**src/rtl/cslp_pkg.sv**
```systemverilog
`timescale 1ns / 1ps
// ----------------------------------------------------------------------------
// cslp_pkg
// Shared types and codes for the critical-section length predictor.
// ----------------------------------------------------------------------------
package cslp_pkg;

    // Field widths fixed by the item formats
    localparam int LOC_W   = 7;
    localparam int TS_W    = 64;
    localparam int PRED_W  = 32;
    localparam int STAT_W  = 2;
    localparam int LIM_W   = 31;
    localparam int IN_W    = 72;   // location + timestamp, padded to bytes
    localparam int OUT_W   = 48;   // location_out + prediction + status, padded
    localparam int PADDR_W = 3;

    // Result status codes
    localparam logic [STAT_W-1:0] ST_OK    = 2'd0;
    localparam logic [STAT_W-1:0] ST_FULL  = 2'd1;
    localparam logic [STAT_W-1:0] ST_EMPTY = 2'd2;

    // Event kinds
    localparam logic OP_START = 1'b0;
    localparam logic OP_END   = 1'b1;

    // Register indexes (paddr[2])
    localparam logic REG_LONG_LIMIT  = 1'b0;
    localparam logic REG_SMALL_LIMIT = 1'b1;

    // Reset values of the limits
    localparam logic [LIM_W-1:0] LONG_LIMIT_RST  = 31'd10000;
    localparam logic [LIM_W-1:0] SMALL_LIMIT_RST = 31'd1000;

    // One location table entry
    typedef struct packed {
        logic signed [PRED_W-1:0] pred;
        logic [TS_W-1:0]          start;
    } entry_t;

    // Stack commands and status
    typedef struct packed {
        logic push;
        logic pop;
    } stk_cmd_t;

    typedef struct packed {
        logic full;
        logic empty;
    } stk_status_t;

    // Sequencer states
    typedef enum logic [2:0] {
        S_CLEAR,
        S_IDLE,
        S_START_WR,
        S_END_STACK,
        S_END_TABLE,
        S_END_UPD,
        S_RESULT
    } state_t;

endpackage

```
**src/rtl/cslp_regs.sv**
```systemverilog
`timescale 1ns / 1ps
// ----------------------------------------------------------------------------
// cslp_regs
// Configuration registers behind the APB port.
// ----------------------------------------------------------------------------
module cslp_regs (
    input  logic                                aclk,
    input  logic                                aresetn,
    input  logic                                psel,
    input  logic                                penable,
    input  logic                                pwrite,
    input  logic [cslp_pkg::PADDR_W-1:0]        paddr,
    input  logic [31:0]                         pwdata,
    output logic [31:0]                         prdata,
    output logic                                pready,
    output logic [cslp_pkg::LIM_W-1:0]          long_limit,
    output logic [cslp_pkg::LIM_W-1:0]          small_limit
);

    logic [cslp_pkg::LIM_W-1:0] long_limit_reg;
    logic [cslp_pkg::LIM_W-1:0] small_limit_reg;
    logic                       wr_fire;

    assign pready  = 1'b1;
    assign wr_fire = psel && penable && pwrite && pready;

    // Write on the access cycle
    always_ff @(posedge aclk) begin
        if (!aresetn) begin
            long_limit_reg  <= cslp_pkg::LONG_LIMIT_RST;
            small_limit_reg <= cslp_pkg::SMALL_LIMIT_RST;
        end else if (wr_fire) begin
            case (paddr[2])
                cslp_pkg::REG_LONG_LIMIT:  long_limit_reg  <= pwdata[30:0];
                cslp_pkg::REG_SMALL_LIMIT: small_limit_reg <= pwdata[30:0];
                default: ;
            endcase
        end
    end

    // Read back
    always_comb begin
        case (paddr[2])
            cslp_pkg::REG_LONG_LIMIT:  prdata = {1'b0, long_limit_reg};
            cslp_pkg::REG_SMALL_LIMIT: prdata = {1'b0, small_limit_reg};
            default:                   prdata = '0;
        endcase
    end

    assign long_limit  = long_limit_reg;
    assign small_limit = small_limit_reg;

endmodule

```
**config.mk**
```make
export PLATFORM = sky130hd
export DESIGN_NAME = cslp_regs
export DESIGN_NICKNAME = d
export VERILOG_FILES = /design/src/rtl/cslp_pkg.sv /design/src/rtl/cslp_regs.sv
export SDC_FILE = /design/constraint.sdc
export NUM_CORES = 1
export LEC_CHECK = 0
export ABC_CLOCK_PERIOD_IN_PS = 1300
export BUFFER_PORTS_ARGS = -buffer_cell sky130_fd_sc_hd__buf_2
export CORE_MARGIN = 4
export CORE_UTILIZATION = 46
export CTS_CLUSTER_DIAMETER = 120
export DETAILED_ROUTE_END_ITERATION = 10
export GPL_ROUTABILITY_DRIVEN = 0
export PLACE_DENSITY_LB_ADDON = 0.15
export SKIP_CTS_REPAIR_TIMING = 1
export SLEW_MARGIN = 30
export SYNTH_ARGS = -nofsm -noshare
export SYNTH_HDL_FRONTEND = slang
export SYNTH_SLANG_ARGS = --single-unit
```
**constraint.sdc**
```tcl
create_clock -name aclk -period 1.3 [get_ports aclk]
set_input_delay 0.065 -clock aclk [delete_from_list [all_inputs] [get_ports aclk]]
set_output_delay 0.065 -clock aclk [all_outputs]
set_load 0.05 [all_outputs]
```
# == Word level (Yosys, flattened, before mapping) ==
# Cells that the tools add are included.
# classes
reduce_logical,4
order_cmp,0
muxes,1
mul,0
add_sub_neg,0
shifts,0
n_div,0
eq_ne,0
n_bitwise,1
# ops
cell,n
case mux 32 bit (2 select lines),1
AND reduction 2 bit,2
logical AND 1 bit,2
inverter 1 bit,1
# word_totals
elab_cells,8
ff_bits,62
inputBits,40
ram_bits,0
romBits,0
mem_count,0
latch_bits,0

# == Logic depth before layout (Yosys ltp) ==
# depth
word_depth,3
depth_mapped,5

# == Least setup slack after synthesis ==
# OpenSTA, ideal clock, no wires.
# synth_timing
kind,flip-flop to output port
from,"register small_limit_reg, in the netlist small_limit[3]"
to,output prdata[3]
stages_incl_launch_ff,2
n_path_buf,0
setup_slack_ns,0.186
required_time_ns,1.235
t_arrival_ns,1.049
cell_sequence,dfxtp_1 mux2_2
# synth_between
elab_chain_len,1
# synth_rtl
element,line,source
from (decl),cslp_regs.sv:21,logic [cslp_pkg::LIM_W-1:0] small_limit_reg;
from (signal assigned),cslp_regs.sv:31,small_limit_reg <= cslp_pkg::SMALL_LIMIT_RST;
from (signal assigned),cslp_regs.sv:35,cslp_pkg::REG_SMALL_LIMIT: small_limit_reg <= pwdata[30:0];
case mux 32 bit (2 select lines),cslp_regs.sv:43,case (paddr[2])
to (decl),cslp_regs.sv:14,"output logic [31:0] prdata,"
# Every way passes these cells. The select of a mux whose other input is x is not followed.

# == Worst setup path in the final report ==
# layout_timing
from,"register small_limit_reg, in the netlist small_limit[8]"
to,output prdata[8]
# Same word-level chain as after synthesis.

==> qor.yml <==
status: "finished with violations"
violations: "hold timing"
postSynthCellCount: 285
slowest_delay_ns: 0.32
cts_root_buffer: "clkbuf_8"
grt_pass1_wl_um: 10400
num_vias: 2384
p_per_area_nw_per_um2: 1183
rows: 28
avgSynthCellArea_sq_um: 10.02
place_inst: 475
drive_above_1_share: 0.4450
start_util: 0.4794
critical_path_depth: 2
antenna_cells: 0
cp_data_required_time_ns: 1.24
ys_ff_latch: 62
criticalPathCategory: "reg2out"
cts.clk_slew.worst_paths_ns: 0.07
ir_drop_mv: 0.6459
yosysTopAreaCell: "dfxtp_1"
cpLargestDelayFamily: "flip-flops"
startpoint: "small_limit[8]"
ys_warn_count: 0
gr-usage-all-layers: 0.1749
utilization: 0.6384
rsz0062_at_grt: "false"
drc: 0
final_nets: 453
async_flop_share: 0
cts_tree: "built"
grt_start_max_net_pins: 58
synth_flop_cell: "dfxtp_1"
crit_fanout: 3
synth_top_cell_area_share: 0.4347
synth-edff-count: 0
synth_common_cells: "nand2_1, dfxtp_1, mux2i_1, mux2_2, nor2b_1"
detail_route.wl_per_cell_um: 13.35
grt-ovfl-total: 0
arrival_ns: 1.13
ant_nets: 0
cp_num_buf_inv: 1
reg2regPathDepth: 2
cp-end-kind: "output pin"
die_h_um: 86.79
fin_skew_ns: 0
syn_area_sq_um: 2855
dr.pass1.iters: 4
htree_levels: 3
reg2reg_from: "small_limit[23]"
drt_iter0_markers: 55
crit_end: "prdata[8]"
fin_setup_tns_ns: 0
synth_fp_nets: 325
period_share: 0.9228
critical_path.slowest_cell: "dfxtp_1"
synth_most_common_cell: "nand2_1"
routed_via_density: 4.836
grt_pass1_vias: 2253
coreArea_sq_um: 5956
dieArea_sq_um: 7532
instances_no_fill: 493
portBuffers: 129
hpwl_um: 4822
r2r-end: "small_limit[23]"
clk_latency_ns: 0.33
ioPinCount: 135
cts_buffers: 9
layout-area-overhead-vs-synth_pct: 33.17
p_leak_uw: 0.001873
path_cells: "mux2_2 -> buf_2"
antenna_found_initial: 0
power.total_uw: 4499
max_freq_ghz: 0.8336
cap_viol_max_count: 0
rrSetupSlack_ns: 0.67
hold_violations: 5
critPathLaunchType: "flip-flop"
n_fill_cell: 516
drv_slew: 0
finalSetupViolCount: 0
finalCriticalPeriod_ns: 1.200
hold_slack_ns: -0.008389
cts_sinks: 62
wl_um: 6580
synth.yosys.seq_area_share: 0.4347
clockBufferDepth: 2
hold_class: "in2reg"
ys_types: 14
synth_top_cells_by_area: "dfxtp_1, mux2i_1, mux2_2"
die_w_um: 86.79
[metrics by stage]
stage	area, sq um	setup slack, ns
floorplan	2855	0.1861
global placement	3567	0.2611
detailed placement	3567	0.2468
CTS	3782	0.07227
global route	3802	0.04482
finish	3802	0.1004
[worst reg2reg max path, stage by stage, from the launching register on]
cell and delay (ns):
dfxtp_1 0.36, nand2_1 0.07, mux2i_1 0.13
[where the power goes]
| group | leakage [uW] | switching, uW | total [uW] | internal (uW) |
|---|---|---|---|---|
| Combinational | 0.00126 | 465 | 690 | 225 |
| Clock | 0.000110 | 710 | 1840 | 1130 |
| Sequential | 0.000502 | 30.4 | 1970 | 1940 |
[kinds of logic after synthesis]
| kind of cell | share of synthesized area |
|---|---|
| DFF | 0.4347 |
| other | 0.002630 |
| and+or+nand+nor | 0.1578 |
| buffers and inverters | 0.06529 |
| muxes | 0.3396 |
[placed cells by master (no fill, tap or decap)]
cell,netlist,final
dfxtp_1,62,62
clkbuf_8,0,10
nand2_1,80,80
mux2_2,31,31
buf_2,5,129
and4b_2,0,1
buf_12,3,6
mux2i_1,62,62
dlygate4sd3_1,0,2
nor2b_1,20,20
nand4_1,1,1
clkbuf_1,10,2
bufinv_16,0,2
buf_4,4,5
and4_1,1,1
conb_1,2,2
clkinv_2,0,2
[cell type report]
cell class	count	area, sq um	area share
Multi-Input combinational cell	198	1429	0.3758
Clock inverter	4	70.07	0.01843
Clock buffer	12	145.1	0.03817
Tap cell	75	93.84	0.02468
Timing Repair Buffer	142	823.3	0.2165
Sequential cell	62	1241	0.3264
[worst min path at each step]
stage	startpoint	endpoint	slack (ns)	cells past startpoint
6_report	pwdata[5]	long_limit[5]	-0.008	3
5_1_grt	pwdata[8]	small_limit[8]	0.003	3
4_1_cts	pwdata[3]	long_limit[3]	-0.03	3
3_5_place_dp	pwdata[3]	long_limit[3]	0.33	3
3_3_place_gp	pwdata[10]	small_limit[10]	0.33	3
2_1_floorplan	pwdata[3]	long_limit[3]	0.21	2
[per-layer routing]
metal  wire length (um)  GRT usage
met2               3069     0.2850
met3                456    0.03897
met4                166    0.09632
met1               2887     0.2125
met5                  0          0
No activity file was read; power rests on OpenSTA's default activity.
