`src/rtl/cslp_pkg.sv`:
```
`timescale 1ns / 1ps
// ----------------------------------------------------------------------------
// cslp_pkg
// Shared types and codes for the critical-section length predictor.
// ----------------------------------------------------------------------------
package cslp_pkg;

    // Field widths fixed by the item formats
    localparam int LOC_W   = 7;
    localparam int TS_W    = 64;
    localparam int PRED_W  = 32;
    localparam int STAT_W  = 2;
    localparam int LIM_W   = 31;
    localparam int IN_W    = 72;   // location + timestamp, padded to bytes
    localparam int OUT_W   = 48;   // location_out + prediction + status, padded
    localparam int PADDR_W = 3;

    // Result status codes
    localparam logic [STAT_W-1:0] ST_OK    = 2'd0;
    localparam logic [STAT_W-1:0] ST_FULL  = 2'd1;
    localparam logic [STAT_W-1:0] ST_EMPTY = 2'd2;

    // Event kinds
    localparam logic OP_START = 1'b0;
    localparam logic OP_END   = 1'b1;

    // Register indexes (paddr[2])
    localparam logic REG_LONG_LIMIT  = 1'b0;
    localparam logic REG_SMALL_LIMIT = 1'b1;

    // Reset values of the limits
    localparam logic [LIM_W-1:0] LONG_LIMIT_RST  = 31'd10000;
    localparam logic [LIM_W-1:0] SMALL_LIMIT_RST = 31'd1000;

    // One location table entry
    typedef struct packed {
        logic signed [PRED_W-1:0] pred;
        logic [TS_W-1:0]          start;
    } entry_t;

    // Stack commands and status
    typedef struct packed {
        logic push;
        logic pop;
    } stk_cmd_t;

    typedef struct packed {
        logic full;
        logic empty;
    } stk_status_t;

    // Sequencer states
    typedef enum logic [2:0] {
        S_CLEAR,
        S_IDLE,
        S_START_WR,
        S_END_STACK,
        S_END_TABLE,
        S_END_UPD,
        S_RESULT
    } state_t;

endpackage

```
`src/rtl/cslp_stack.sv`:
```
`timescale 1ns / 1ps
// ----------------------------------------------------------------------------
// cslp_stack
// Nesting stack of locations held in a memory, with its fill count.
// ----------------------------------------------------------------------------
module cslp_stack #(
    parameter int STACK_DEPTH = 128
) (
    input  logic                            aclk,
    input  logic                            aresetn,
    input  cslp_pkg::stk_cmd_t              cmd,
    input  logic [cslp_pkg::LOC_W-1:0]      wr_loc,
    output cslp_pkg::stk_status_t           st,
    output logic [cslp_pkg::LOC_W-1:0]      rd_loc
);

    localparam int CW = $clog2(STACK_DEPTH + 1);
    localparam int SW = (STACK_DEPTH > 1) ? $clog2(STACK_DEPTH) : 1;

    logic [cslp_pkg::LOC_W-1:0] mem [STACK_DEPTH];
    logic [cslp_pkg::LOC_W-1:0] rd_loc_reg;
    logic [CW-1:0]              count_reg;
    logic [CW-1:0]              count_next;
    logic [CW-1:0]              top_idx;

    assign st.empty = (count_reg == '0);
    assign st.full  = (count_reg == CW'(STACK_DEPTH));
    assign top_idx  = count_reg - CW'(1);

    // Advance the fill count
    always_comb begin
        count_next = count_reg;
        if (cmd.push && !st.full) begin
            count_next = count_reg + CW'(1);
        end else if (cmd.pop && !st.empty) begin
            count_next = top_idx;
        end
    end

    always_ff @(posedge aclk) begin
        if (!aresetn) begin
            count_reg <= '0;
        end else begin
            count_reg <= count_next;
        end
    end

    // Push writes above the top, pop reads the top
    always_ff @(posedge aclk) begin
        if (cmd.push && !st.full) begin
            mem[SW'(count_reg)] <= wr_loc;
        end
        if (cmd.pop && !st.empty) begin
            rd_loc_reg <= mem[SW'(top_idx)];
        end
    end

    assign rd_loc = rd_loc_reg;

    a_count_bound: assert property (@(posedge aclk) disable iff (!aresetn)
        count_reg <= CW'(STACK_DEPTH))
        else $error("stack count beyond depth");

    a_pop_dec: assert property (@(posedge aclk) disable iff (!aresetn)
        (cmd.pop && !cmd.push && !st.empty) |=> (count_reg == $past(count_reg) - CW'(1)))
        else $error("pop did not lower count");

endmodule

```
`config.mk`:
```
export PLATFORM = sky130hd
export DESIGN_NAME = cslp_stack
export DESIGN_NICKNAME = d
export VERILOG_FILES = /design/src/rtl/cslp_pkg.sv /design/src/rtl/cslp_stack.sv
export SDC_FILE = /design/constraint.sdc
export NUM_CORES = 1
export LEC_CHECK = 0
export BUFFER_PORTS_ARGS = -buffer_cell sky130_fd_sc_hd__buf_4
export CORE_MARGIN = 3
export CORE_UTILIZATION = 62
export DETAILED_ROUTE_END_ITERATION = 12
export PLACE_DENSITY = 0.78
export SYNTH_ARGS = -nofsm -noshare
export SYNTH_HDL_FRONTEND = slang
export SYNTH_SLANG_ARGS = --single-unit
```
`constraint.sdc`:
```
create_clock -name aclk -period 4 [get_ports aclk]
set_clock_uncertainty 0.05 [all_clocks]
set_input_delay 0 -clock aclk [delete_from_list [all_inputs] [get_ports aclk]]
set_output_delay 0 -clock aclk [all_outputs]
set_load 0.05 [all_outputs]
```
; Word level (Yosys, flattened, before mapping)
; Memory sizes are Yosys's and may differ from the RTL's. A register that Yosys moved wholly into a read port is not among the register bits.
; Cells that the tools add are included.
[totals]
register_bits = 8
mem_bits_rw = 896
mem_count = 1
[op_classes]
addsub = 2
eq_ne = 1
n_mux = 4
n_reduce_logical = 6
[memory_table]
columns = memory, words, width, rd, rd_clocked_by_memory_dff, wr, line_no
row1 = mem, 128, 7, 1, 1, 1, cslp_stack.sv:20  ; logic [cslp_pkg::LOC_W-1:0] mem [STACK_DEPTH];
[ops]
columns = op, n
row1 = 8-bit two-way mux, 2
row2 = 8-bit by 1-bit adder with 8-bit output (second input constant), 1
row3 = 8-bit == test (second input constant), 1
row4 = 8-bit zero test, 1
row5 = 8-bit by 1-bit subtractor with 8-bit output (second input constant), 1
row6 = 1-bit logical AND, 2
row7 = 1-bit zero test, 2
row8 = 1-bit two-way mux, 2
row9 = 2-bit nonzero test, 1

; Depth between registers and ports, before layout
[logic_depth]
ltp_word = 5
mapped_depth = 14
ltp_nobuf = 8

; Worst setup path after synthesis
; OpenSTA, ideal clock, no wires.
[synth_path]
path_type = reg-to-reg
from = register count_reg[0]
to = memory mem[106][0] (netlist bit) (enable)
setup_time_ns = 0.281
arrival_time_ns = 3.083
slack_ns = 0.585
path_stages_with_launch = 13
synth_period_minus_slack_ns = 3.415
path_cell_list = dfxtp_1 > buf_4 > buf_4 > inv_1 > buf_4 > ha_1 > nor4b_2 > nand2_1 > nor2_1 > nor3_1 > nand3b_1 > clkbuf_1 > nor2_1
[synth_lines]
columns = item, line_no
row1 = start: declaration, cslp_stack.sv:22  ; logic [CW-1:0] count_reg;
row2 = start signal: assignment, cslp_stack.sv:44  ; count_reg <= count_next;
row3 = end: declaration, cslp_stack.sv:20

; Final worst setup path
[layout_path]
from = register count_reg[3]
to = register rd_loc_reg (netlist bit rd_loc[4]), read port of mem, data pin
[layout_between]
elab_chain_len = 3
[layout_rtl]
columns = item, line_no
row1 = "parallel branches: the longest is 3 deep, another holds 8-bit by 1-bit subtractor with 8-bit output", -
row2 = end: declaration, cslp_stack.sv:21  ; logic [cslp_pkg::LOC_W-1:0] rd_loc_reg;
; Parallel ways; which one is timed is not known.
; A chain may end at the register's enable or synchronous reset.

==> results.yml <==
worst_setup_path:
  cp-end-kind: "flop"
  arrival_ns: 4.02
  path_class: "reg2reg"
  cpMaxStageDelayCell: "dfxtp_1"
  start_kind: "flop"
  cp_cell_sequence: "nor2_1 -> a21boi_0 -> or2_1 -> o2111ai_1 -> a311oi_1"
  critPathMaxStageDelay_ns: 0.77
  crit_fanout: 18
  required_ns: 4.39
synthesis:
  ys_warn_count: 0
  ys_seq_area_share_pct: 76.12
  postSynthAreaPerCell_um2: 19.85
  synth_top_cell_by_area: "edfxtp_1"
  synthArstFlopShare_pct: 0
  synth_top_area_share_pct: 75.67
  yosys_register_bits: 911
  synthCells: 1805
  synth-main-ff-cell: "edfxtp_1"
  synth_fp_nets: 1819
  synthesis.area_um2: 35830
  synth-edff-count: 903
  synth_area_leaders: "edfxtp_1 (76%), mux4_2 (14%), nor2_1 (1.6%), nand2_1 (1.6%), nand3_1 (0.75%)"
  synth_cell_types: 63
timing:
  hold_violations: 0
  fin_crit_ns: 3.631
  fmaxAchievable_ghz: 0.2754
  setup_viol: 0
  slew_headroom_pct: 27.14
  tightest_slew_ns: 1.093
  fin_crit_sh_pct: 90.78
  drv_slew: 0
  layout_setup_ws_ns: 0.3689
  rsz0062_at_grt: "no"
  final.setup.tns_ns: 0
floorplan:
  die_x_um: 246.4
  die-area_um2: 60720
  rows: 87
  core_um2: 56820
  die_h_um: 246.4
  boundaryPins: 20
  initial_core_util_pct: 63.06
drt:
  drtAntennaViolNets: 0
  viasPerCell: 6.795
  routed-via-count: 18260
  first_iter_violations: 2479
  routedWlPerCell_um: 30.51
  drc: 0
  routed_wl_um: 81990
  firstDrtPassIters: 6
placed_design:
  place.gp.congestion: 0.9356
  post-place-ws_ns: 0.6511
  io_buffer_count: 19
  placed_cells: 2520
  hpwl_um: 47810
cells_and_area:
  stdcell_count: 2687
  syn_to_final_growth_pct: 11.14
  fill_cells: 3293
  drive_gt1_share_pct: 21.44
  final_core_util_pct: 70.09
  nNetsFinal: 1875
  largest_reg_flops: 896
  antenna_cells: 0
global_routing:
  grt_pass1_wl_um: 123000
  antenna_found_initial: 1
  grt_usage_pct: 28.02
  overflow: 0
  grt_pass1_vias: 18430
  grt_max_degree: 104
clock_network:
  clock_latency_ns: 0.64
  cts_tree: "yes"
  cts_repair_resize_count: 0
  clk_pin_slew_ns: 0.07
  root_buffer: "clkbuf_16"
  clock_path_buffers: 3
  htreeDepth: 3
  clock_sinks: 911
  cts-buffers-inserted: 87
power:
  ir_drop_uv: 657.2
  total_power_mw: 29.35
  p_leak_nw: 12.32
  power_density_nw_per_um2: 737.0
worst_hold_path:
  hold_class: "in2reg"
run:
  maxCapViolCount: 0
outcome:
  status: "finished clean"
-- Yosys cell counts, types with 3 or more instances --
| library cell | instances |
|---|---|
| nor2b_1 | 6 |
| a22o_1 | 13 |
| nor2_1 | 156 |
| o2111ai_1 | 4 |
| nand3_1 | 54 |
| edfxtp_1 | 903 |
| mux2i_1 | 17 |
| o21ai_0 | 23 |
| a311oi_1 | 7 |
| a32oi_1 | 12 |
| ha_1 | 3 |
| buf_2 | 35 |
| xnor2_1 | 7 |
| buf_1 | 4 |
| dfxtp_1 | 8 |
| mux4_2 | 220 |
| buf_4 | 7 |
| clkbuf_1 | 49 |
| a31oi_1 | 15 |
| nand3b_1 | 3 |
| a221o_1 | 3 |
| nand2_1 | 152 |
| o22ai_1 | 10 |
| inv_1 | 7 |
| a21oi_1 | 3 |
| and2_1 | 9 |
| mux4_1 | 4 |
| buf_6 | 4 |
| nand4_1 | 22 |
-- area by class of cell --
| type | count | area, µm² | area share [%] |
|---|---|---|---|
| clock buffers | 103 | 2280 | 5.724 |
| clock inverters | 56 | 585.6 | 1.470 |
| inverters | 7 | 26.28 | 0.06598 |
| multi-input cells | 784 | 8050 | 20.21 |
| flip-flops and latches | 911 | 27280 | 68.50 |
| well taps | 756 | 945.9 | 2.375 |
| repair buffers | 70 | 658.1 | 1.653 |
-- power by group --
| part | switching (mW) | total, mW | internal (mW) |
|---|---|---|---|
| Clock | 3.45 | 8.29 | 4.84 |
| Sequential | 0.160 | 10.9 | 10.8 |
| Combinational | 6.21 | 10.1 | 3.93 |
| Total | 9.82 | 29.4 | 19.5 |
-- per-layer routing --
layer / up-vias / track usage [%] / share of wire, %
met4: 2 / 11.12 / 3.9
met1: 9426 / 38.99 / 37
met3: 228 / 6.215 / 10
met5: - / 0 / 0.016
li1: 7486 / - / -
met2: 1117 / 44.17 / 49
-- worst max-delay path: cells and delay by family (launching register included) --
family,cells,cell delay (ns)
AND/OR/NAND/NOR,2,1.07
AO/OA/AOI/OAI,3,1.50
flip-flops,1,0.77
-- placed cells by master (no fill, tap or decap), drive strengths merged, types with 9 or more instances in the layout --
| master | synthesis | final |
|---|---|---|
| a32oi | 12 | 12 |
| mux2i | 17 | 17 |
| and2 | 9 | 9 |
| clkinv | 0 | 40 |
| mux4 | 224 | 224 |
| o22ai | 10 | 10 |
| buf | 52 | 62 |
| edfxtp | 903 | 903 |
| nand3 | 54 | 54 |
| clkbuf | 51 | 103 |
| nor2 | 156 | 156 |
| a31oi | 15 | 15 |
| inv | 7 | 9 |
| nand2 | 152 | 152 |
| bufinv | 0 | 12 |
| nand4 | 22 | 22 |
| o21ai | 23 | 23 |
| a22o | 13 | 13 |
-- worst paths after layout --
kind | from | to | slack, ns | cells past startpoint
worst max-delay path | count_reg[3] | rd_loc[4] | 0.37 | 5
worst max register to register | count_reg[3] | rd_loc[4] | 0.37 | 5
worst min register to register | count_reg[0] | count_reg[0] | 0.64 | 2
worst min-delay path | wr_loc[2] | mem[41][2] | 0.0006 | 1
-- through the flow --
stage / hold slack [ns] / area, µm²
2_1_floorplan: 0.04887 / 35830
3_3_place_gp: 0.2543 / 36880
3_5_place_dp: 0.2588 / 36880
4_1_cts: 0.04252 / 39830
5_1_grt: 0.05160 / 39830
6_report: 0.0005796 / 39830
-- timing repair --
item | in CTS | in global routing
buffers inserted | 0 | 0
endpoints found under the hold margin | 265 | 0
hold buffers | 8 | 0
-- cells by family (layout without fill, tap and decap cells) --
| group | Yosys count | in the layout | share of synthesized area (%) |
|---|---|---|---|
| XOR/XNOR | 10 | 10 | 0.2654 |
| buffers and inverters | 110 | 236 | 1.515 |
| flip-flops | 911 | 911 | 76.12 |
| AND/OR/NAND/NOR | 419 | 419 | 5.115 |
| multiplexers | 243 | 243 | 14.66 |
| adder cells (fa/ha/maj) | 3 | 3 | 0.1048 |
| AO/OA/AOI/OAI | 109 | 109 | 2.221 |
Power figures use the tool's default switching activity.
