$ cat src/rtl/cslp_pkg.sv
`timescale 1ns / 1ps
// ----------------------------------------------------------------------------
// cslp_pkg
// Shared types and codes for the critical-section length predictor.
// ----------------------------------------------------------------------------
package cslp_pkg;

    // Field widths fixed by the item formats
    localparam int LOC_W   = 7;
    localparam int TS_W    = 64;
    localparam int PRED_W  = 32;
    localparam int STAT_W  = 2;
    localparam int LIM_W   = 31;
    localparam int IN_W    = 72;   // location + timestamp, padded to bytes
    localparam int OUT_W   = 48;   // location_out + prediction + status, padded
    localparam int PADDR_W = 3;

    // Result status codes
    localparam logic [STAT_W-1:0] ST_OK    = 2'd0;
    localparam logic [STAT_W-1:0] ST_FULL  = 2'd1;
    localparam logic [STAT_W-1:0] ST_EMPTY = 2'd2;

    // Event kinds
    localparam logic OP_START = 1'b0;
    localparam logic OP_END   = 1'b1;

    // Register indexes (paddr[2])
    localparam logic REG_LONG_LIMIT  = 1'b0;
    localparam logic REG_SMALL_LIMIT = 1'b1;

    // Reset values of the limits
    localparam logic [LIM_W-1:0] LONG_LIMIT_RST  = 31'd10000;
    localparam logic [LIM_W-1:0] SMALL_LIMIT_RST = 31'd1000;

    // One location table entry
    typedef struct packed {
        logic signed [PRED_W-1:0] pred;
        logic [TS_W-1:0]          start;
    } entry_t;

    // Stack commands and status
    typedef struct packed {
        logic push;
        logic pop;
    } stk_cmd_t;

    typedef struct packed {
        logic full;
        logic empty;
    } stk_status_t;

    // Sequencer states
    typedef enum logic [2:0] {
        S_CLEAR,
        S_IDLE,
        S_START_WR,
        S_END_STACK,
        S_END_TABLE,
        S_END_UPD,
        S_RESULT
    } state_t;

endpackage

$ cat src/rtl/cslp_update.sv
`timescale 1ns / 1ps
// ----------------------------------------------------------------------------
// cslp_update
// Prediction update from the stored prediction and the measured duration.
// ----------------------------------------------------------------------------
module cslp_update (
    input  logic signed [cslp_pkg::PRED_W-1:0] pred_old,
    input  logic signed [cslp_pkg::PRED_W-1:0] dur,
    input  logic [cslp_pkg::LIM_W-1:0]         long_limit,
    input  logic [cslp_pkg::LIM_W-1:0]         small_limit,
    output logic signed [cslp_pkg::PRED_W-1:0] pred_new
);

    logic signed [33:0] p3;
    logic signed [33:0] p3_adj;
    logic signed [33:0] p_q;
    logic signed [32:0] d_adj;
    logic signed [32:0] d_q;
    logic signed [33:0] blend;
    logic signed [31:0] doubled;
    logic               is_long;
    logic               is_small;

    // Three quarters of the prediction, truncating toward zero
    assign p3     = {{2{pred_old[31]}}, pred_old} + {pred_old[31], pred_old, 1'b0};
    assign p3_adj = p3 + (p3[33] ? 34'sd3 : 34'sd0);
    assign p_q    = p3_adj >>> 2;

    // Quarter of the duration, truncating toward zero
    assign d_adj  = {dur[31], dur} + (dur[31] ? 33'sd3 : 33'sd0);
    assign d_q    = d_adj >>> 2;
    assign blend  = p_q + {d_q[32], d_q};

    // Doubling saturates at the largest positive value
    assign doubled  = pred_old[30] ? 32'sh7FFF_FFFF : {pred_old[30:0], 1'b0};
    assign is_long  = dur > $signed({1'b0, long_limit});
    assign is_small = !pred_old[31] && (pred_old != '0)
                      && (pred_old < $signed({1'b0, small_limit}));

    always_comb begin
        if (pred_old == '0) begin
            pred_new = dur;
        end else if (is_long && is_small) begin
            pred_new = doubled;
        end else begin
            pred_new = blend[31:0];
        end
    end

endmodule

$ cat config.mk
export PLATFORM = sky130hd
export DESIGN_NAME = cslp_update
export DESIGN_NICKNAME = d
export VERILOG_FILES = /design/src/rtl/cslp_pkg.sv /design/src/rtl/cslp_update.sv
export SDC_FILE = /design/constraint.sdc
export NUM_CORES = 1
export LEC_CHECK = 0
export BUFFER_PORTS_ARGS = -buffer_cell sky130_fd_sc_hd__buf_4
export CAP_MARGIN = 20
export CORE_MARGIN = 3
export CORE_UTILIZATION = 45
export DETAILED_ROUTE_END_ITERATION = 8
export PLACE_DENSITY = 0.68
export SYNTH_ARGS = -nofsm -noshare
export SYNTH_HDL_FRONTEND = slang
export SYNTH_SLANG_ARGS = --single-unit
$ cat constraint.sdc
create_clock -name vclk -period 22.4
set_input_delay 6.72 -clock vclk [all_inputs]
set_output_delay 6.72 -clock vclk [all_outputs]
set_load 0.005 [all_outputs]
== After elaboration in Yosys (flattened, before gate mapping) ==
Index checks and enable logic that the tools add are counted.
Cells by class
  add/subtract/negate cells: 4
  multiply operators: 0
  divide/modulo/power cells: 0
  order comparisons: 2
  equal/unequal tests: 0
  shifts and indexed selects: 0
  muxes and demuxes: 5
  bitwise operators: 0
  reduce and logical (&&, ||, !) cells: 6
Operator list (count)
  $mux W32: 2
  $add A32 B33 Y34: 1
  $add A34 B3 Y34: 1
  $add A32 B3 Y33: 1
  $add A32 B31 Y32: 1
  $gt A32 B32 Y1: 1
  $logic_not A32 Y1: 1
  $lt A32 B32 Y1: 1
  $reduce_bool A32 Y1: 1
  $mux W31: 1
  $mux W2: 2
  $logic_and A1 B1 Y1: 3
  $logic_not A1 Y1: 1
Storage, ports and cells
  flip-flop bits (word level): 0
  bits in latches: 0
  RAM bits: 0
  bits in read-only memories: 0
  input bits: 126
  output and inout bits: 32
  word-level logic and storage cells: 17
  memories: 0

== Logic depth before layout (Yosys ltp) ==
Gate-level depths: netlist of run 1.
  word-level depth: 6
  depth in mapped cells: 28
  mapped depth without buffers: 27

== Least setup slack after synthesis of run 1 ==
No wires, ideal clock.
  path type: input to output
  start: input pred_old[0] (netlist bit)
  end: output pred_new[31] (netlist bit)
  data arrival time: 12622 ps
  data required time: 15680 ps
  slack: 3058 ps
  cell stages on the path: 27
  buffers on the path: 1
  cell sequence: ha_1 -> fa_1 -> a211oi_1 -> o21ai_0 -> a31oi_1 -> xor2_1 -> or4_4 -> or4_4 -> or4b_1 -> buf_2 -> nor4_1 -> nand2b_1 -> nor2_1 -> o21ai_0 -> xnor2_1 -> ha_1 -> a21o_1 -> a21oi_1 -> nor2b_1 -> o21ai_0 -> nand2_1 -> a21o_1 -> a31oi_1 -> xnor2_1 -> and4_1 -> o31a_1 -> nand2_1
On the way
  cells in the longest elaborated chain, start to end: 6
  elaborated cells between the ends (all ways): 12
  those cells by class: 3 x add/sub; 1 x order compare; 3 x mux; 5 x reduce/logical
RTL lines
  from (decl): line cslp_update.sv:7  | input logic signed [cslp_pkg::PRED_W-1:0] pred_old,
  $add A32 B33 Y34 / $reduce_bool A32 Y1 (equally long branches): line cslp_update.sv:25, cslp_update.sv:37
  $mux W2 / $logic_and A1 B1 Y1 (equally long branches): line cslp_update.sv:26, cslp_update.sv:37
  $add A34 B3 Y34 / $logic_and A1 B1 Y1 (equally long branches): line cslp_update.sv:26, cslp_update.sv:38
  $add A32 B31 Y32 / $logic_and A1 B1 Y1 (equally long branches): line cslp_update.sv:32, cslp_update.sv:43
  $mux W32: line cslp_update.sv:43  | end else if (is_long && is_small) begin
  $mux W32 *: line cslp_update.sv:41  | if (pred_old == '0) begin
  to (decl): line cslp_update.sv:11  | output logic signed [cslp_pkg::PRED_W-1:0] pred_new
Mark *: on every way between the ends. The rest lies on a longest branch, timed or not.

== Final worst setup path of run 1 ==
Same ends and word-level chain as after synthesis.

==> run metrics, run 1 <==
M1 GR Usage=0.393; min-delay worst type=input port to output port; setup TNS=0 ps; GRT overflow=0; DPL Wire Length=about 19000 um; Mapped Area=0.00704 sq mm; Slew @ Worst Pin=a little under 1000 ps; worst setup margin=between 2000 and 2500 ps; die width=131 um; Crit Path Category=input port to output port; Starting Density=0.461; # DRC=0; Peak VDD IR=between 0.000015 and 0.00002 V; DRT iter0 DRCs=495; Final ANT Viol Nets=0; layout cell share with drive strength beyond 1=0.165; Slew Limit Fails=0; routed len/inst=16.1 um; GR met3 Demand/Resource=0.0142; final RePlAce weighted congestion=slightly below 1; dpl cells=1379; critical path arrival=13390 ps; period utilization=0.898; Post-CTS Setup Bufs=0; initial antenna violation count=0; CP Data Required Time=15680 ps; Worst Setup End Kind=output port; GRT Util Overall=0.247; Final Hold Viols=0; Max Clock Freq=49.7 MHz; Core Region=0.0153 sq mm; Mapped Cells=1030; sequential-to-total area share from yosys stat=0; I/O Buffers=about 160; Pwr Total=356 uW; P_leak=0.00427 uW; clkbuf count=0; minimum clock period=20110 ps; top-count cell post-synth=ha_1; I/O Pins=about 160; Final Cell Area=about 0.0084 sq mm; Power Density=42.3 mW/mm^2; Synth area leaders=ha_1 (25%), xnor2_1 (7.7%), inv_1 (6.3%); critical path fanouts, max=6; most frequent cells after synthesis=ha_1 (142), inv_1 (119), nand2_1 (86); synthesized net count=1300; Setup violations, final=0; cts hold-fix bufs=0; Nets=1440; syn_area_per_cell=6.83 sq um; Layout area overhead=19.4%; TritonRoute pass-1 iters=7; Die Height=131 um; DP Worst Slack=2340 ps; number of global-route vias before repair=6930; GRT Max-Usage Layer=met1; post-synth cell types=between 70 and 80; met2 Resource Use GR=0.369; ant diodes=0; outcome=finished, final reports clean; Site Rows=45; post-synth top area share=0.252; Setup crit start kind=input port; pin count of the biggest net entering global routing=53; YS warnings=0; sequential cell area=0 sq um; CTS resizes=0; placed instance area=0.00840 sq mm; top cell type by total area after synthesis=ha_1; Via Count=between 7000 and 8000; flip-flop and latch count=0; Max-Cap Viols=0; final non-filler cell total=1379; final wirelength=22300 um; Via density=5.65; Slew headroom=0.344; RSZ-0062 raised after global routing=no; Die Area=0.0172 sq mm; first-pass GRT wire length=34700 um
area by class of cell:
cell class / instances / area [sq um]
fillers: 1538 / 6860
inverters: 119 / 447
multi-input cells: 888 / 6480
well taps: 211 / 264
repair buffers: 161 / 1210
worst max-delay path: stages:
cell and delay (ps):
buf_4 120, ha_1 240, fa_1 450, a211oi_1 260
o21ai_0 120, a31oi_1 370, xor2_1 170, or4_4 590
or4_4 540, or4b_1 600, nor2_1 250, nand3_1 150
nor4_1 390, nand2_1 130, xnor2_1 150, ha_1 340
a21o_1 190, a31oi_1 180, o22ai_1 100, a21oi_1 200
a21oi_1 120, a31oi_1 240, xnor2_1 170, a31oi_1 90
o31a_1 310, nand2_1 70, buf_4 100
layer usage:
layer  up-vias  part of all wire
met5         -                 0
met2       283              0.41
met3        17             0.075
li1       3997                 -
met4         0             0.013
met1      3497              0.51
layout by cell type, fill, tap and decap left out, types with 4 or more instances in the layout:
cell type	n
o21ai_0	68
o211ai_1	10
ha_1	142
and3_1	20
o21ba_2	4
o21a_1	7
a21boi_0	5
a21oi_1	74
mux2i_1	5
a221oi_1	5
and2_1	5
xnor2_1	62
o22ai_1	9
a2111oi_0	6
o31ai_1	11
nor4_1	8
nand2_1	86
nand4_1	19
xor2_1	38
inv_1	119
a31oi_1	17
o21bai_1	7
buf_4	161
and4_1	5
or3_1	7
nor3_1	24
nor2_1	67
a21o_1	40
nor2b_1	13
a211oi_1	8
nand2b_1	13
or2_2	5
nand3_1	36
report_power, final:
part           switching [uW]  total [uW]  internal, uW
logic                     185         356           170
clock network               0           0             0
registers                   0           0             0
stage by stage:
stage / utilization / hold slack [ps]
floorplan: - / 13530
global placement: 0.551 / 13740
detailed placement: 0.551 / 13740
CTS: 0.551 / 13740
global route: 0.551 / 13760
finish: 0.551 / 13750
cells by family (layout without fill, tap and decap cells):
kind of cell	count (synthesis)	count (layout)	synth area share
XOR/XNOR	101	101	0.127
multiplexers	8	8	0.0119
buffers and inverters	142	280	0.0798
AND/OR/NAND/NOR	333	333	0.245
adder cells (fa/ha/maj)	144	144	0.258
AO/OA/AOI/OAI	302	302	0.278
worst paths after layout:
| check | start | endpoint | slack [ps] | cells past startpoint |
|---|---|---|---|---|
| worst max-delay path | pred_old[0] | pred_new[31] | 2290 | 27 |
| worst min-delay path | dur[22] | pred_new[22] | 13750 | 4 |
Note: power is estimated with default switching activity, not from simulation.
==> run 2: changes to the inputs <==
==> constraint.sdc (replaced) <==
create_clock -name vclk -period 22.4
set_input_delay 6.72 -clock vclk [all_inputs]
set_output_delay 6.72 -clock vclk [all_outputs]
set_load 0.1 [all_outputs]
==> run metrics, run 2 (synthesized netlist as in run 1, its figures left out) <==
Slew @ Worst Pin=roughly 1000 ps; critical path arrival=13650 ps; GRT overflow=0; Post-CTS Setup Bufs=0; Max Clock Freq=49.1 MHz; first-pass GRT wire length=about 35000 um; sequential cell area=0 sq um; initial antenna violation count=0; CTS resizes=0; Final Hold Viols=0; Via density=between 5 and 6; critical path fanouts, max=6; routed len/inst=16.1 um; clkbuf count=0; Pwr Total=between 500 and 600 uW; outcome=finished, final reports clean; dpl cells=1380; P_leak=between 0.004 and 0.005 uW; most frequent cells in the layout=buf_4 (162), ha_1 (142), inv_1 (119), nand2_1 (86), a21oi_1 (74); # DRC=0; pin count of the biggest net entering global routing=53; Die Area=0.0172 sq mm; flip-flop and latch count=0; Crit Path Category=input port to output port; Setup crit start kind=input port; final non-filler cell total=1380; layout cell share with drive strength beyond 1=0.166; Filler cells=~1600; placed instance area=~0.0084 sq mm; Starting Density=0.461; setup TNS=0 ps; Setup violations, final=0; die width=131 um; Worst Setup End Kind=output port; TritonRoute pass-1 iters=5; CP Data Required Time=15680 ps; minimum clock period=20370 ps; Power Density=70.4 mW/mm^2; ant diodes=0; final wirelength=22200 um; Layout area overhead=19.5%; Peak VDD IR=0.0000519 V; Core Region=approximately 0.015 sq mm; Final ANT Viol Nets=0; Nets=roughly 1400; I/O Pins=158; Final Cell Area=0.00841 sq mm; Max-Cap Viols=0; Slew headroom=0.323; Slew Limit Fails=0; I/O Buffers=between 150 and 200; min-delay worst type=input port to output port; number of global-route vias before repair=6906; GRT Util Overall=0.245; Die Height=131 um; Site Rows=45; period utilization=0.909; RSZ-0062 raised after global routing=no; cts hold-fix bufs=0; final RePlAce weighted congestion=0.980; DPL Wire Length=approximately 19000 um; most common cell after layout, fill and taps aside=buf_4; DRT iter0 DRCs=just under 500; Via Count=7802
-- run 2: changes by cell type in the layout (fill, tap and decap cells not counted) --
cell	delta
buf_4	+1
-- run 2: power breakdown --
group | switching, uW | leakage [uW] | internal, uW
registers | 0 | 0 | 0
clock network | 0 | 0 | 0
logic | 419 | 0.00427 | 173
total | 419 | 0.00427 | 173
-- run 2: metal layers --
layer / track usage / wire length, um
met1: 0.395 / 11400
met2: 0.366 / 8830
met3: 0.0101 / 1570
met4: 0.0315 / 386
met5: 0 / 0
-- run 2: worst paths after layout --
| path | end | slack (ps) | cells after the start | start |
|---|---|---|---|---|
| hold / removal | pred_new[22] | 13890 | 4 | dur[22] |
| setup / recovery | pred_new[29] | 2030 | 27 | pred_old[1] |
-- run 2: area by class of cell --
type                            instances  area (sq um)  area share
Tap cell                              211           264      0.0314
Inverter                              119           447      0.0531
Multi-Input combinational cell        888          6480       0.771
Timing Repair Buffer                  162          1220       0.145
-- run 2: metrics by stage --
| stage | worst slack (ps) | utilization | hold WS (ps) |
|---|---|---|---|
| 2_1_floorplan | 682 | - | 13880 |
| 3_3_place_gp | 2290 | 0.551 | 13890 |
| 3_5_place_dp | 2110 | 0.551 | 13890 |
| 4_1_cts | 2080 | 0.551 | 13890 |
| 5_1_grt | 1340 | 0.551 | 13930 |
| 6_report | 2030 | 0.551 | 13890 |
-- run 2: worst max-delay path, stage by stage --
cell	delay, ps
buf_4	140
ha_1	230
fa_1	450
a211oi_1	260
o21ai_0	120
a31oi_1	360
xor2_1	170
or4_4	590
or4_4	550
or4b_1	610
nor2_1	260
nand3_1	150
nor4_1	360
nand2_1	120
xnor2_1	150
ha_1	350
a21o_1	190
a31oi_1	180
o22ai_1	110
a21oi_1	220
a21oi_1	130
o21ai_0	240
a21oi_1	120
mux2i_1	170
nor2_1	60
nor4_1	260
buf_4	360
